<file path="src/hdl/lssfp_pkg.sv">
// ----------------------------------------------------------------------------
// lssfp_pkg
// Shared widths, constants, state encoding and saturation helpers for the
// full-pivot linear system solver.
// ----------------------------------------------------------------------------
package lssfp_pkg;

  localparam int MAX_N_DEF  = 8;
  localparam int FRAC_DEF   = 16;

  localparam int ROW_W      = 3;
  localparam int COL_W      = 4;
  localparam int VAL_W      = 32;
  localparam int IDX_W      = 3;
  localparam int SIZE_W     = 4;
  localparam logic [SIZE_W-1:0] SIZE_RESET = 4'd8;

  // clamped quotient width: magnitude up to 2^33 plus sign
  localparam int QW         = 35;

  localparam logic signed [63:0] S32_MAX = 64'sd2147483647;
  localparam logic signed [63:0] S32_MIN = -64'sd2147483648;

  typedef enum logic [5:0] {
    S_IDLE, S_COPY, S_COPY_END, S_ORD,
    S_SRCH, S_SRCH_END, S_PIV_CHK, S_COL_CHK,
    S_SW_RA, S_SW_RB, S_SW_WA, S_SW_WB,
    S_PIV_RD, S_PIV_GET, S_DET_UPD,
    S_ELI_ROW, S_ELI_FAC, S_ELI_AKJ, S_ELI_AIJ, S_ELI_DIV, S_ELI_RKJ,
    S_NEXT_K, S_SING,
    S_BK_ROW, S_BK_RA, S_BK_RX, S_BK_MUL, S_BK_ACC,
    S_BK_RB, S_BK_GB, S_BK_DS, S_BK_DW,
    S_SM_RO, S_SM_RX, S_SM_WR,
    S_OUT_RD, S_OUT_LD, S_OUT_WT
  } state_t;

  function automatic logic signed [31:0] sat32(input logic signed [63:0] v);
    logic signed [31:0] r;
    if (v > S32_MAX) r = 32'sh7fffffff;
    else if (v < S32_MIN) r = 32'sh80000000;
    else r = v[31:0];
    return r;
  endfunction

  function automatic logic sat_hit(input logic signed [63:0] v);
    return (v > S32_MAX) || (v < S32_MIN);
  endfunction

  function automatic logic signed [63:0] mul32(input logic signed [31:0] a,
                                               input logic signed [31:0] b);
    return a * b;
  endfunction

endpackage

</file>
<file path="src/hdl/lssfp_div.sv">
// ----------------------------------------------------------------------------
// lssfp_div
// Signed restoring divider, one quotient bit per cycle, truncating toward
// zero. The quotient is clamped to +/-2^33, enough to decide saturation.
// ----------------------------------------------------------------------------
module lssfp_div #(
  parameter int NUMW = 64 + lssfp_pkg::FRAC_DEF
) (
  input  logic                           clk,
  input  logic                           rst,
  input  logic                           start,
  input  logic signed [NUMW-1:0]         num,
  input  logic signed [31:0]             den,
  output logic                           done,
  output logic signed [lssfp_pkg::QW-1:0] q
);
  import lssfp_pkg::*;

  localparam int CW = $clog2(NUMW + 1);

  logic [NUMW-1:0] quo;
  logic [31:0]     rem;
  logic [31:0]     dmag;
  logic            neg;
  logic            busy;
  logic [CW-1:0]   cnt;

  logic [32:0]     r2;
  logic            ge;
  logic [31:0]     rem_next;
  logic            big;
  logic [QW-1:0]   qm;

  always_comb begin
    r2       = {rem, quo[NUMW-1]};
    ge       = r2 >= {1'b0, dmag};
    rem_next = ge ? 32'(r2 - {1'b0, dmag}) : r2[31:0];
    big      = quo >= (NUMW'(1) << (QW - 2));
    qm       = big ? (QW'(1) << (QW - 2)) : {2'b00, quo[QW-3:0]};
    q        = neg ? -$signed(qm) : $signed(qm);
  end

  always_ff @(posedge clk) begin
    if (rst) begin
      busy <= 1'b0;
      done <= 1'b0;
    end else begin
      done <= 1'b0;
      if (start) begin
        quo  <= num[NUMW-1] ? NUMW'(-num) : NUMW'(num);
        dmag <= den[31] ? 32'(-den) : 32'(den);
        neg  <= num[NUMW-1] ^ den[31];
        rem  <= '0;
        cnt  <= CW'(NUMW);
        busy <= 1'b1;
      end else if (busy) begin
        quo <= {quo[NUMW-2:0], ge};
        rem <= rem_next;
        cnt <= cnt - CW'(1);
        if (cnt == CW'(1)) begin
          busy <= 1'b0;
          done <= 1'b1;
        end
      end
    end
  end

endmodule

</file>
<file path="config.mk">
export PLATFORM = sky130hd
export DESIGN_NAME = lssfp_div
export DESIGN_NICKNAME = d
export VERILOG_FILES = /design/src/hdl/lssfp_pkg.sv /design/src/hdl/lssfp_div.sv
export SDC_FILE = /design/constraint.sdc
export NUM_CORES = 1
export LEC_CHECK = 0
export ABC_AREA = 1
export BUFFER_PORTS_ARGS = -buffer_cell sky130_fd_sc_hd__buf_2
export CAP_MARGIN = 20
export CELL_PAD_IN_SITES_DETAIL_PLACEMENT = 2
export CELL_PAD_IN_SITES_GLOBAL_PLACEMENT = 2
export CORE_UTILIZATION = 36
export CTS_BUF_LIST = sky130_fd_sc_hd__clkbuf_16
export CTS_CLUSTER_SIZE = 24
export DETAILED_ROUTE_END_ITERATION = 6
export PLACE_DENSITY_LB_ADDON = 0.1
export SYNTH_ARGS = -nofsm -noshare
export SYNTH_HDL_FRONTEND = slang
export SYNTH_SLANG_ARGS = --single-unit
export TNS_END_PERCENT = 30
</file>
<file path="constraint.sdc">
create_clock -name clk -period 23 [get_ports clk]
set_input_delay 1.15 -clock clk [delete_from_list [all_inputs] [get_ports clk]]
set_output_delay 1.15 -clock clk [all_outputs]
set_load 0.02 [all_outputs]
</file>
==> impl_metrics.toml <==
[floorplanning]
coreArea_mm2 = 0.0367
ioPinCount = 151
die_h_um = 196
row_count = 70
dieArea_mm2 = 0.0382
die_x_um = 196
start_util_pct = 36.8

[critical_path]
path_cells = "nor2_1 -> nand4_1 -> nor2_2 -> nand2_2 -> inv_2 -> nand2_1 -> ha_1 -> a21oi_1 -> nor2_1 -> nand2_1 -> xor2_1 -> buf_2"
critPathRequiredTime_ns = 21.85
max_stage_delay_ns = 0.63
r2r-start = "quo[79]"
cp_slowest_cell = "nor2_2"
crit_fanout = 27
path_delay_family = "simple AND/OR/NAND/NOR gates"
cp-end-kind = "output port"
critical_path_class = "reg2out"
worstSetupStartpoint = "quo[49]"
cp_data_arrival_time_ns = 4.01
crit_buf_inv = 2
crit_path_start_kind = "register"

[global_routing]
grt_antenna_before_repair = 2
grt_max_degree = 109
grt-ovfl-total = 0
grt_pass1_wl_mm = 89.6
grt_usage_pct = 30.7
grt_pass1_vias = 15300

[power]
powerDensity_mw_per_mm2 = 58.7
leakagePower_uw = 0.00690
p_total_uw = 896
ir_drop_uv = 42.6

[cts]
clk_path_buf_depth = 2
cts_resized = 0
cts_hold_buf = 0
cts.clk_slew.worst_paths_ns = 0.08
post-cts-setup-buffers = 0
cts-root-buf = "clkbuf_16"
htree_levels = 4
cts_buffers = 17
clkSinkCount = 154
tritoncts = "built"
insertion_delay_ns = 0.47

[sta]
rsz0062_at_grt = "false"
finalHoldViolCount = 0
period_needed_ns = 5.16
fmax_ghz = 0.194
relSlewSlack_pct = 25.5
setup_viol_count_final = 0
clock-skew-final_ns = 0.0159
tightest_slew_ns = 1.12
setup_tns_ns = 0
min_period_over_period_pct = 22.4
drv_slew = 0

[min_path]
hold_path_class = "reg2reg"
min_from = "quo[62]"

[cells_and_area]
drive_gt1_share_pct = 10.8
multiInputGateArea_mm2 = 0.00779
layout.area.seq_mm2 = 0.00460
diodes = 0
layout.nets = 2239
syn_to_final_growth_pct = 13.2
layout_commonest_cell = "nand2_1"
nFillCells = 4481
most-common-layout-cells = "nand2_1 (484), nor2_1 (361), inv_1 (227)"

[routing]
dr.pass1.iters = 5
wirelength_mm = 57.8
drc = 0
ant_nets = 0
avgRoutedWirePerCell_um = 22.5
drt_iter0_markers = 876
via_count = 14300
vias_per_cell = 5.57

[job]
drv_cap = 0

[place]
io_buffer_count = 150
post-dp-hpwl_mm = 45.5
place.gp.congestion = 0.907

[synthesis]
synth-seq-area-share_pct = 34.1
syn-instance-count = 1961
synthesis.nets = 2114
synthesis.area_mm2 = 0.0135
synth_seq_cells = 154
post_synth.cell_area_avg_um2 = 6.88
netlist-cell-type-count = 47
synth_warnings = 0

[status]
outcome = "completed"
## worst min-delay path, stage by stage (launching register included)
cell and delay, ns:
edfxtp_1 0.35, nand2_1 0.06, nand2_1 0.06
## synth_stat cells (all sizes together)
cell type,n,share of area (%)
or2,11,0.51
o41ai,2,0.13
clkbuf,28,0.78
nand4,60,2.8
nand3b,38,2.1
nor3,26,1.0
o311ai,1,0.065
inv,230,6.4
nand2,492,14
o21bai,5,0.28
a21o,3,0.17
xnor2,25,1.6
xor2,102,6.6
a21oi,59,2.2
nor2,366,10
ha,37,3.4
edfxtp,152,34
o21a,4,0.22
buf,25,1.0
dfxtp,2,0.30
o21ai,119,4.4
fa,1,0.15
nand3,100,3.9
a21boi,2,0.11
o211ai,19,1.1
nor4,8,0.48
nor3b,3,0.17
and3,1,0.046
clkinv,1,0.028
o31ai,4,0.22
a31oi,35,1.6
## through the flow
step                      setup slack (ns)  util [%]  area, µm²  hold WS, ns  instances
after floorplan                      14.98         -      13500        0.421       1961
after global placement               18.40      40.0      14700        0.534       2534
after detailed placement             18.30      40.0      14700        0.555       2534
after CTS                            17.80      41.5      15200        0.575       2566
after global routing                 17.42      41.6      15300        0.595       2567
final                                17.84      41.6      15300        0.571       2567
## logic make-up after synthesis
group	share of synthesized area (%)
and+or+nand+nor	35.3
DFF	34.1
adders and majority gates	3.58
buffers and inverters	8.23
AOI/OAI and AO/OA	10.5
xor gates and xnor gates	8.25
## path summary, 6_finish.rpt
path / endpoint / slack [ns] / depth (start not counted)
max reg2reg: rem[30] / 19.57 / 15
min reg2reg: quo[63] / 0.57 / 2
min: quo[63] / 0.57 / 2
max: q[14] / 17.84 / 12
## per-layer routing
layer | share of wire, % | global-route usage [%] | up-vias
met3 | 4.0 | 4.35 | 106
met1 | 47 | 42.4 | 7133
met4 | 3.0 | 10.1 | 4
met5 | 0.047 | 0 | -
met2 | 46 | 49.3 | 354
li1 | - | - | 6708
## registers in the layout, summed over array words and instances, names as in the netlist
name  cells
quo      80
dmag     32
rem      32
cnt       7
busy      1
done      1
neg       1
## power by group
part           leakage [µW]  switching [µW]  internal (µW)
Sequential          0.00147            15.7            340
Combinational       0.00514             169           74.4
Clock              0.000290             144            154
Total               0.00690             328            568
## cell type report
class,count,share of cell area [%]
Sequential cell,154,30.1
Inverter,231,5.70
Tap cell,468,3.83
Clock buffer,17,2.79
Clock inverter,15,1.02
Timing Repair Buffer,159,5.49
Multi-Input combinational cell,1523,51.0
Power figures use the tool's default switching activity.
